`src/idhsr_pkg.sv`:
```
// Shared types, constants and helpers for the id value and hex sweep replace block.
package idhsr_pkg;

    localparam int unsigned WORD_W   = 32;
    localparam int unsigned ID_W     = 64;
    localparam int unsigned TEXT_W   = 128;
    localparam int unsigned CNT_W    = 32;
    localparam int unsigned CFG_IDX_W = 8;
    localparam int unsigned OUT_DEPTH = 8;
    localparam int unsigned MAX_RES  = 4;

    localparam logic [CFG_IDX_W-1:0] REG_SEARCH_ID  = CFG_IDX_W'(0);
    localparam logic [CFG_IDX_W-1:0] REG_REPLACE_ID = CFG_IDX_W'(1);

    localparam logic [1:0] KIND_NONE = 2'd0;
    localparam logic [1:0] KIND_RAW  = 2'd1;
    localparam logic [1:0] KIND_TEXT = 2'd2;

    localparam logic [7:0] HEX_DIGITS [16] = '{
        8'h30, 8'h31, 8'h32, 8'h33, 8'h34, 8'h35, 8'h36, 8'h37,
        8'h38, 8'h39, 8'h61, 8'h62, 8'h63, 8'h64, 8'h65, 8'h66
    };

    typedef struct packed {
        logic [WORD_W-1:0] word;
        logic [1:0]        kind;
        logic [CNT_W-1:0]  count;
        logic              last;
    } t_result;

    function automatic logic [TEXT_W-1:0] hex_text(input logic [ID_W-1:0] v);
        logic [TEXT_W-1:0] t;
        t = '0;
        for (int c = 0; c < 16; c++) begin
            t[TEXT_W-1-8*c -: 8] = HEX_DIGITS[v[ID_W-1-4*c -: 4]];
        end
        return t;
    endfunction

endpackage

```
`src/id_value_and_hex_sweep_replace_core.sv`:
```
// Top level: sliding four-word search and replace over a memory word stream.
//
// Usage:
//   Input channel (i_in_valid / o_in_stall) carries one memory word per beat,
//   with i_is_final marking the last word of a sweep. Output channel
//   (o_out_valid / i_out_stall) returns each word in order with its match
//   kind, the running saturating replacement count and an end flag.
//   Registers search_id (index 0) and replace_id (index 1) are written on the
//   config channel; o_cfg_ready is always high. Their hex text is built at
//   write time.
//   The first three words of a sweep only fill the window; from the fourth on,
//   each input word yields one output word, checked and written into an
//   eight-entry output queue in the accept cycle, visible in the next cycle.
//   A final word yields up to four output words, drained one per unstalled cycle.
//   Throughput is one word per cycle; the input stalls while the output queue
//   holds more than four words, so a long output stall backs up the input
//   after at most eight queued words.
//   Reset clears window, fill level, count, queue pointers and both registers.
module id_value_and_hex_sweep_replace_core (
    input  logic                                i_clk,
    input  logic                                i_rst_n,
    input  logic                                i_in_valid,
    output logic                                o_in_stall,
    input  logic [idhsr_pkg::WORD_W-1:0]        i_mem_word,
    input  logic                                i_is_final,
    output logic                                o_out_valid,
    input  logic                                i_out_stall,
    output logic [idhsr_pkg::WORD_W-1:0]        o_out_word,
    output logic [1:0]                          o_match_kind,
    output logic [idhsr_pkg::CNT_W-1:0]         o_hit_count,
    output logic                                o_is_end,
    input  logic                                i_cfg_valid,
    output logic                                o_cfg_ready,
    input  logic [idhsr_pkg::CFG_IDX_W-1:0]     i_cfg_index,
    input  logic [idhsr_pkg::ID_W-1:0]          i_cfg_data
);

    localparam int unsigned PTR_W = $clog2(idhsr_pkg::OUT_DEPTH);
    localparam int unsigned CNT_QW = $clog2(idhsr_pkg::OUT_DEPTH + 1);
    localparam int unsigned WORD_W = idhsr_pkg::WORD_W;

    logic [idhsr_pkg::ID_W-1:0]    r_search;
    logic [idhsr_pkg::ID_W-1:0]    r_replace;
    logic [idhsr_pkg::TEXT_W-1:0]  r_search_txt;
    logic [idhsr_pkg::TEXT_W-1:0]  r_replace_txt;

    logic [WORD_W-1:0]             r_win [3];
    logic [WORD_W-1:0]             n_win [3];
    logic [1:0]                    r_fill;
    logic [1:0]                    n_fill;
    logic [idhsr_pkg::CNT_W-1:0]   r_total;
    logic [idhsr_pkg::CNT_W-1:0]   n_total;

    idhsr_pkg::t_result            r_queue [idhsr_pkg::OUT_DEPTH];
    logic [PTR_W-1:0]              r_wr_ptr;
    logic [PTR_W-1:0]              r_rd_ptr;
    logic [CNT_QW-1:0]             r_count;
    logic [CNT_QW-1:0]             n_count;

    logic                          accept;
    logic                          pop;
    logic [2:0]                    push;
    logic [2:0]                    res_n;
    idhsr_pkg::t_result            res [idhsr_pkg::MAX_RES];
    logic [WORD_W-1:0]             seq [4];
    logic [WORD_W-1:0]             w   [4];
    logic [1:0]                    kind;
    logic                          raw_hit;
    logic                          txt_hit;
    logic [idhsr_pkg::CNT_W-1:0]   tot_new;
    logic [PTR_W-1:0]              slot_off [idhsr_pkg::OUT_DEPTH];

    assign o_cfg_ready = 1'b1;
    assign o_in_stall  = r_count > CNT_QW'(idhsr_pkg::OUT_DEPTH - idhsr_pkg::MAX_RES);
    assign accept      = i_in_valid && !o_in_stall;
    assign o_out_valid = r_count != '0;
    assign pop         = o_out_valid && !i_out_stall;
    assign push        = accept ? res_n : 3'd0;
    assign n_count     = r_count + CNT_QW'(push) - CNT_QW'(pop);

    assign o_out_word   = r_queue[r_rd_ptr].word;
    assign o_match_kind = r_queue[r_rd_ptr].kind;
    assign o_hit_count  = r_queue[r_rd_ptr].count;
    assign o_is_end     = r_queue[r_rd_ptr].last;

    always_comb begin
        for (int j = 0; j < 4; j++) begin
            seq[j] = (j < 3 && 2'(j) < r_fill) ? r_win[j % 3] : i_mem_word;
        end

        raw_hit = r_win[0] == r_search[63:32] && r_win[1] == r_search[31:0];
        txt_hit = r_win[0] == r_search_txt[127:96] && r_win[1] == r_search_txt[95:64]
               && r_win[2] == r_search_txt[63:32] && i_mem_word == r_search_txt[31:0];

        w[0] = r_win[0];
        w[1] = r_win[1];
        w[2] = r_win[2];
        w[3] = i_mem_word;
        kind = idhsr_pkg::KIND_NONE;
        priority if (raw_hit) begin
            w[0] = r_replace[63:32];
            w[1] = r_replace[31:0];
            kind = idhsr_pkg::KIND_RAW;
        end else if (txt_hit) begin
            w[0] = r_replace_txt[127:96];
            w[1] = r_replace_txt[95:64];
            w[2] = r_replace_txt[63:32];
            w[3] = r_replace_txt[31:0];
            kind = idhsr_pkg::KIND_TEXT;
        end
        tot_new = (kind != idhsr_pkg::KIND_NONE && r_total != '1) ? r_total + 1'b1 : r_total;

        for (int j = 0; j < 4; j++) begin
            res[j] = '{word: seq[j], kind: idhsr_pkg::KIND_NONE, count: r_total,
                       last: 2'(j) == r_fill};
        end
        n_win   = r_win;
        n_fill  = r_fill;
        n_total = r_total;
        res_n   = 3'd0;

        if (r_fill == 2'd3) begin
            res[0] = '{word: w[0], kind: kind, count: tot_new, last: 1'b0};
            for (int j = 1; j < 4; j++) begin
                res[j] = '{word: w[j], kind: idhsr_pkg::KIND_NONE, count: tot_new,
                           last: j == 3};
            end
            if (i_is_final) begin
                res_n   = 3'd4;
                n_total = '0;
                n_fill  = 2'd0;
            end else begin
                res_n    = 3'd1;
                n_total  = tot_new;
                n_win[0] = w[1];
                n_win[1] = w[2];
                n_win[2] = w[3];
            end
        end else if (i_is_final) begin
            res_n   = 3'(r_fill) + 3'd1;
            n_total = '0;
            n_fill  = 2'd0;
        end else begin
            n_win[r_fill] = i_mem_word;
            n_fill        = r_fill + 2'd1;
        end

        for (int e = 0; e < idhsr_pkg::OUT_DEPTH; e++) begin
            slot_off[e] = PTR_W'(e) - r_wr_ptr;
        end
    end

    always_ff @(posedge i_clk) begin
        if (!i_rst_n) begin
            r_search      <= '0;
            r_replace     <= '0;
            r_search_txt  <= idhsr_pkg::hex_text('0);
            r_replace_txt <= idhsr_pkg::hex_text('0);
            r_fill        <= 2'd0;
            r_total       <= '0;
            r_wr_ptr      <= '0;
            r_rd_ptr      <= '0;
            r_count       <= '0;
            for (int j = 0; j < 3; j++) begin
                r_win[j] <= '0;
            end
        end else begin
            if (i_cfg_valid && o_cfg_ready) begin
                if (i_cfg_index == idhsr_pkg::REG_SEARCH_ID) begin
                    r_search     <= i_cfg_data;
                    r_search_txt <= idhsr_pkg::hex_text(i_cfg_data);
                end else if (i_cfg_index == idhsr_pkg::REG_REPLACE_ID) begin
                    r_replace     <= i_cfg_data;
                    r_replace_txt <= idhsr_pkg::hex_text(i_cfg_data);
                end
            end
            if (accept) begin
                r_win   <= n_win;
                r_fill  <= n_fill;
                r_total <= n_total;
            end
            r_wr_ptr <= r_wr_ptr + PTR_W'(push);
            r_rd_ptr <= r_rd_ptr + PTR_W'(pop);
            r_count  <= n_count;
        end
    end

    always_ff @(posedge i_clk) begin
        for (int e = 0; e < idhsr_pkg::OUT_DEPTH; e++) begin
            if ({1'b0, slot_off[e]} < (PTR_W + 1)'(push)) begin
                r_queue[e] <= res[slot_off[e][1:0]];
            end
        end
    end

endmodule
```
`config.mk`:
```
export PLATFORM = sky130hd
export DESIGN_NAME = id_value_and_hex_sweep_replace_core
export DESIGN_NICKNAME = d
export VERILOG_FILES = /design/src/idhsr_pkg.sv /design/src/id_value_and_hex_sweep_replace_core.sv
export SDC_FILE = /design/constraint.sdc
export NUM_CORES = 2
export LEC_CHECK = 0
export BUFFER_PORTS_ARGS = -buffer_cell sky130_fd_sc_hd__buf_4
export CAP_MARGIN = 40
export CORE_MARGIN = 2
export CORE_UTILIZATION = 50
export DETAILED_ROUTE_END_ITERATION = 10
export GPL_ROUTABILITY_DRIVEN = 0
export PLACE_DENSITY = 0.67
export SYNTH_ARGS = -nofsm -noshare
export SYNTH_HDL_FRONTEND = slang
export SYNTH_SLANG_ARGS = --single-unit
```
`constraint.sdc`:
```
create_clock -name i_clk -period 18.64 [get_ports i_clk]
set_input_delay 0.932 -clock i_clk [delete_from_list [all_inputs] [get_ports i_clk]]
set_output_delay 0.932 -clock i_clk [all_outputs]
set_load 0.05 [all_outputs]
```
==> impl_results.md <==
- Result of the run: complete, no violations
- Clock insertion delay at the later pin of the skew report: 0.72 ns
- Met3 usage: 9.23%
- Total setup violations reported at the end of the flow: 0
- Sequential Power Share: 39.3%
- Setup repair bufs after CTS: 0
- Number of nets with antenna violations after routing: 0
- Ranking of synthesized cells by area: edfxtp_1 34%, dfxtp_1 19%, mux4_2 6.5%, nand2_1 4.3%, a21oi_1 3.8%
- Setup repair after global routing missed its margin: no
- Wire length of the first global-routing pass: 244 mm
- Number of non-filler instances in the completed layout: 5,777
- Post-synthesis simple-gate area fraction: 11.6%
- Dominant combinational cell family by area after synthesis: compound AO/OA/AOI/OAI gates
- Commonest non-fill, non-tap cell in the layout: nand2_1
- Die area: 97,600 um^2
- Number of synthesized register bits: 996
- Arithmetic-cell share of the synthesized area counting full adders, half adders and majority gates: 1.82%
- Critical setup path kind: flip-flop to flip-flop
- Hold-fix buffer count after cts: 0
- Wirelength per Cell: 29.5 um
- Routed wire length: 171 mm
- Core Box Area: 94,600 um^2
- Worst Max-Slew Pin Slew: 1.20 ns
- Most used cells in the layout excluding fill and tap cells: 537 x nand2_1, 536 x edfxtp_1, 454 x dfxtp_1
- CTS tree: done
- Pin count of the biggest net entering global routing: 146
- Met1 demand-to-capacity share in global routing: 44.8%
- Setup TNS Final: 0 ns
- Type of origin of the critical path: flip-flop
- Clock sinks: 996
- Final worst clock skew: 0.0512 ns
- Part of the total power dissipated in combinational logic: 29.7%
- Leak pwr: 19.0 nW
- Internal power summed over all cells: 4.64 mW
- Cells after Synth: 4,376
- Achievable Freq: 174 MHz
- Multiplexer share of the synthesized area: 12.4%
- Critical Path RT: 19.09 ns
- Busiest layer in global routing: met2
- Max Root-Sink Buffers: 3
- Cell area after layout: 54,100 um^2
- Worst slew margin: 20.3%
- Count of final hold-check violations: 0
- Clock tree root buffer cell: clkbuf_16
- Post-synth top area cell: edfxtp_1
- Depth of the worst register-to-register path: 9
- CTS-repair resized insts: 0
- Post-synthesis compound-gate area fraction: 13.6%
- Area after DPL: 50,500 um^2
- Share of the synthesized netlist area taken by xor and xnor gates: 3.72%
- Critical Path AT: 6.21 ns
- EDFF count, synth: 536
- Detail Placement HPWL: 112 mm
- Largest stage delay on the critical path: 0.96 ns
- Ratio of routed vias to standard cells: 6.63
- Starting DRC count in detailed routing: 6,088
- Number of pins with negative max-slew slack in the final report: 0
- Row count: 113
- Max-cap violation count: 0
- Synth Flop Type: edfxtp_1
- Height of the chip: 312 um
- Vias in the first global route: 35,606
- Cell depth of the worst min-delay path: 2
- Top-area cell type share of the netlist area: 33.9%
- Net count after synthesis: 4,554
- Mean area per synthesized cell: 10.9 um^2
- Power per cell area: 129 nW/um^2
- Switching portion of total power: 33.7%
- Ordered list of cells on the worst path: xnor2_1 -> nand4_1 -> nor4_1 -> nand4_2 -> nor4_4 -> buf_4 -> mux2i_1 -> a221oi_1 -> a221o_1
- Synth Warn #: 0
- Tot Pwr: 7.00 mW
- Detailed-routing iteration count for the pre-antenna-repair pass: 10
- Count of unique library cells instantiated by Yosys: 78
- Synth Cell Area: 47,500 um^2
- CTS H-tree lvls: 3
- Global routing usage summed across all routing layers: 34.1%
- Worst Setup End Kind: flip-flop
- Via Count: 38,318
- Total DRC errors in the routed layout: 0
- Horizontal extent of the die: 312 um
- Initial cell density of the core: 50.3%
- Fraction of layout cells with a size suffix above 1: 16.4%
- Worst Path Max Fanout: 25
- DP Cell Count: 5,571
- Met2 layer usage reported by global route: 50.8%
- Path type of the worst min-delay path: flip-flop to flip-flop
- Post-synthesis sequential area ratio: 53.2%
- Clock slew at reported path FFs: 0.06 ns
- Reported net switching power: 2.36 mW
- Number of top-level design ports: 180
- Layout net count: 4,592
- Antenna violations before repair: 11
- Period utilization: 30.9%
- Cell at the slowest stage of the critical path: nor4_4
- Worst IR drop on VDD: 0.0000823 V
- GR Overflow Total: 0
- Final worst path period need: 5.76 ns
- Relative area change from synthesis to final layout: 13.8%
- Count of port buffers added during placement: 178
- Ys async rst share: 0%
- Proportion of power drawn by the clock network: 31.0%
- Number of buffers created by CTS: 104
==> path summary, 6_finish.rpt <==
path / startpoint / end / slack [ns]
hold / removal: r_replace_txt[11] / r_replace_txt[11] / 0.46
hold reg to reg: r_replace_txt[11] / r_replace_txt[11] / 0.46
setup reg to reg: r_win[22] / r_queue[0][38] / 12.88
setup / recovery: r_win[22] / r_queue[0][38] / 12.88
==> cell type report <==
cell class	instances	area, um^2
Fill cell	7905	40500
Sequential cell	996	25300
Multi-Input combinational cell	2963	20800
Clock buffer	147	2960
Timing Repair Buffer	275	2520
Tap cell	1265	1580
Clock inverter	51	642
Inverter	74	285
Antenna cell	6	15.0
==> power groups by stage <==
| stage | clock network (mW) | registers, mW | logic, mW |
|---|---|---|---|
| 2_1_floorplan | 0 | 2.76 | 1.36 |
| 3_3_place_gp | 0 | 2.79 | 2.01 |
| 3_5_place_dp | 0 | 2.80 | 2.06 |
| 4_1_cts | 2.18 | 2.75 | 2.07 |
| 5_1_grt | 2.27 | 2.77 | 2.16 |
| 6_report | 2.17 | 2.75 | 2.08 |
==> logic make-up after synthesis <==
group,count (synthesis)
buffers and inverters,417
adder cells (fa/ha/maj),68
AO/OA/AOI/OAI,1018
other,1
flip-flops,996
AND/OR/NAND/NOR,1268
multiplexers,406
XOR/XNOR,202
==> metal layers <==
metal | wire length [um] | up-vias
li1 | - | 16303
met1 | 62700 | 18517
met2 | 74100 | 2846
met3 | 21800 | 642
met4 | 11800 | 10
met5 | 122 | -
==> registers in the layout (all words and copies together) (netlist names) <==
signal and count:
r_fill 2, r_count 4, r_win 96, r_queue 536, r_replace_txt 96, r_search_txt 96
r_wr_ptr 3, r_rd_ptr 3, r_search 64, r_total 32, r_replace 64
==> metrics by stage <==
stage / utilization (%) / hold WS, ns / worst slack (ns)
after detailed placement: 53.3 / 0.450 / 12.85
final: 57.2 / 0.460 / 12.88
after global routing: 57.2 / 0.472 / 13.05
after floorplan: - / 0.433 / 12.33
after global placement: 52.6 / 0.441 / 12.89
after CTS: 57.1 / 0.457 / 13.51
==> Yosys cell counts (7+ instances only) <==
| cell type | instances |
|---|---|
| a211oi_1 | 74 |
| a21boi_0 | 16 |
| a21o_1 | 37 |
| a21oi_1 | 365 |
| a221o_1 | 8 |
| a221oi_1 | 31 |
| a222oi_1 | 66 |
| a22o_1 | 12 |
| a31oi_1 | 29 |
| a41oi_1 | 10 |
| and2_1 | 14 |
| and3_1 | 9 |
| buf_1 | 25 |
| buf_2 | 7 |
| clkbuf_1 | 293 |
| clkbuf_8 | 10 |
| dfxtp_1 | 460 |
| edfxtp_1 | 536 |
| ha_1 | 66 |
| inv_1 | 70 |
| mux2_2 | 102 |
| mux2i_1 | 166 |
| mux4_2 | 138 |
| nand2_1 | 540 |
| nand2b_1 | 8 |
| nand3_1 | 80 |
| nand4_1 | 52 |
| nor2_1 | 424 |
| nor3_1 | 52 |
| nor4_1 | 28 |
| o211ai_1 | 21 |
| o21ai_0 | 223 |
| o221ai_1 | 54 |
| o22ai_1 | 34 |
| or3_1 | 15 |
| or4_1 | 7 |
| xnor2_1 | 169 |
| xor2_1 | 33 |
==> critical path: cells and delay by family, from the launching register on <==
| kind | cells | cell delay (ns) |
|---|---|---|
| AOI/OAI and AO/OA | 2 | 0.54 |
| DFF | 1 | 0.40 |
| and+or+nand+nor | 4 | 2.42 |
| muxes | 1 | 0.86 |
| buffers and inverters | 1 | 0.57 |
| xor gates and xnor gates | 1 | 0.66 |
No activity file was read; power rests on OpenSTA's default activity.
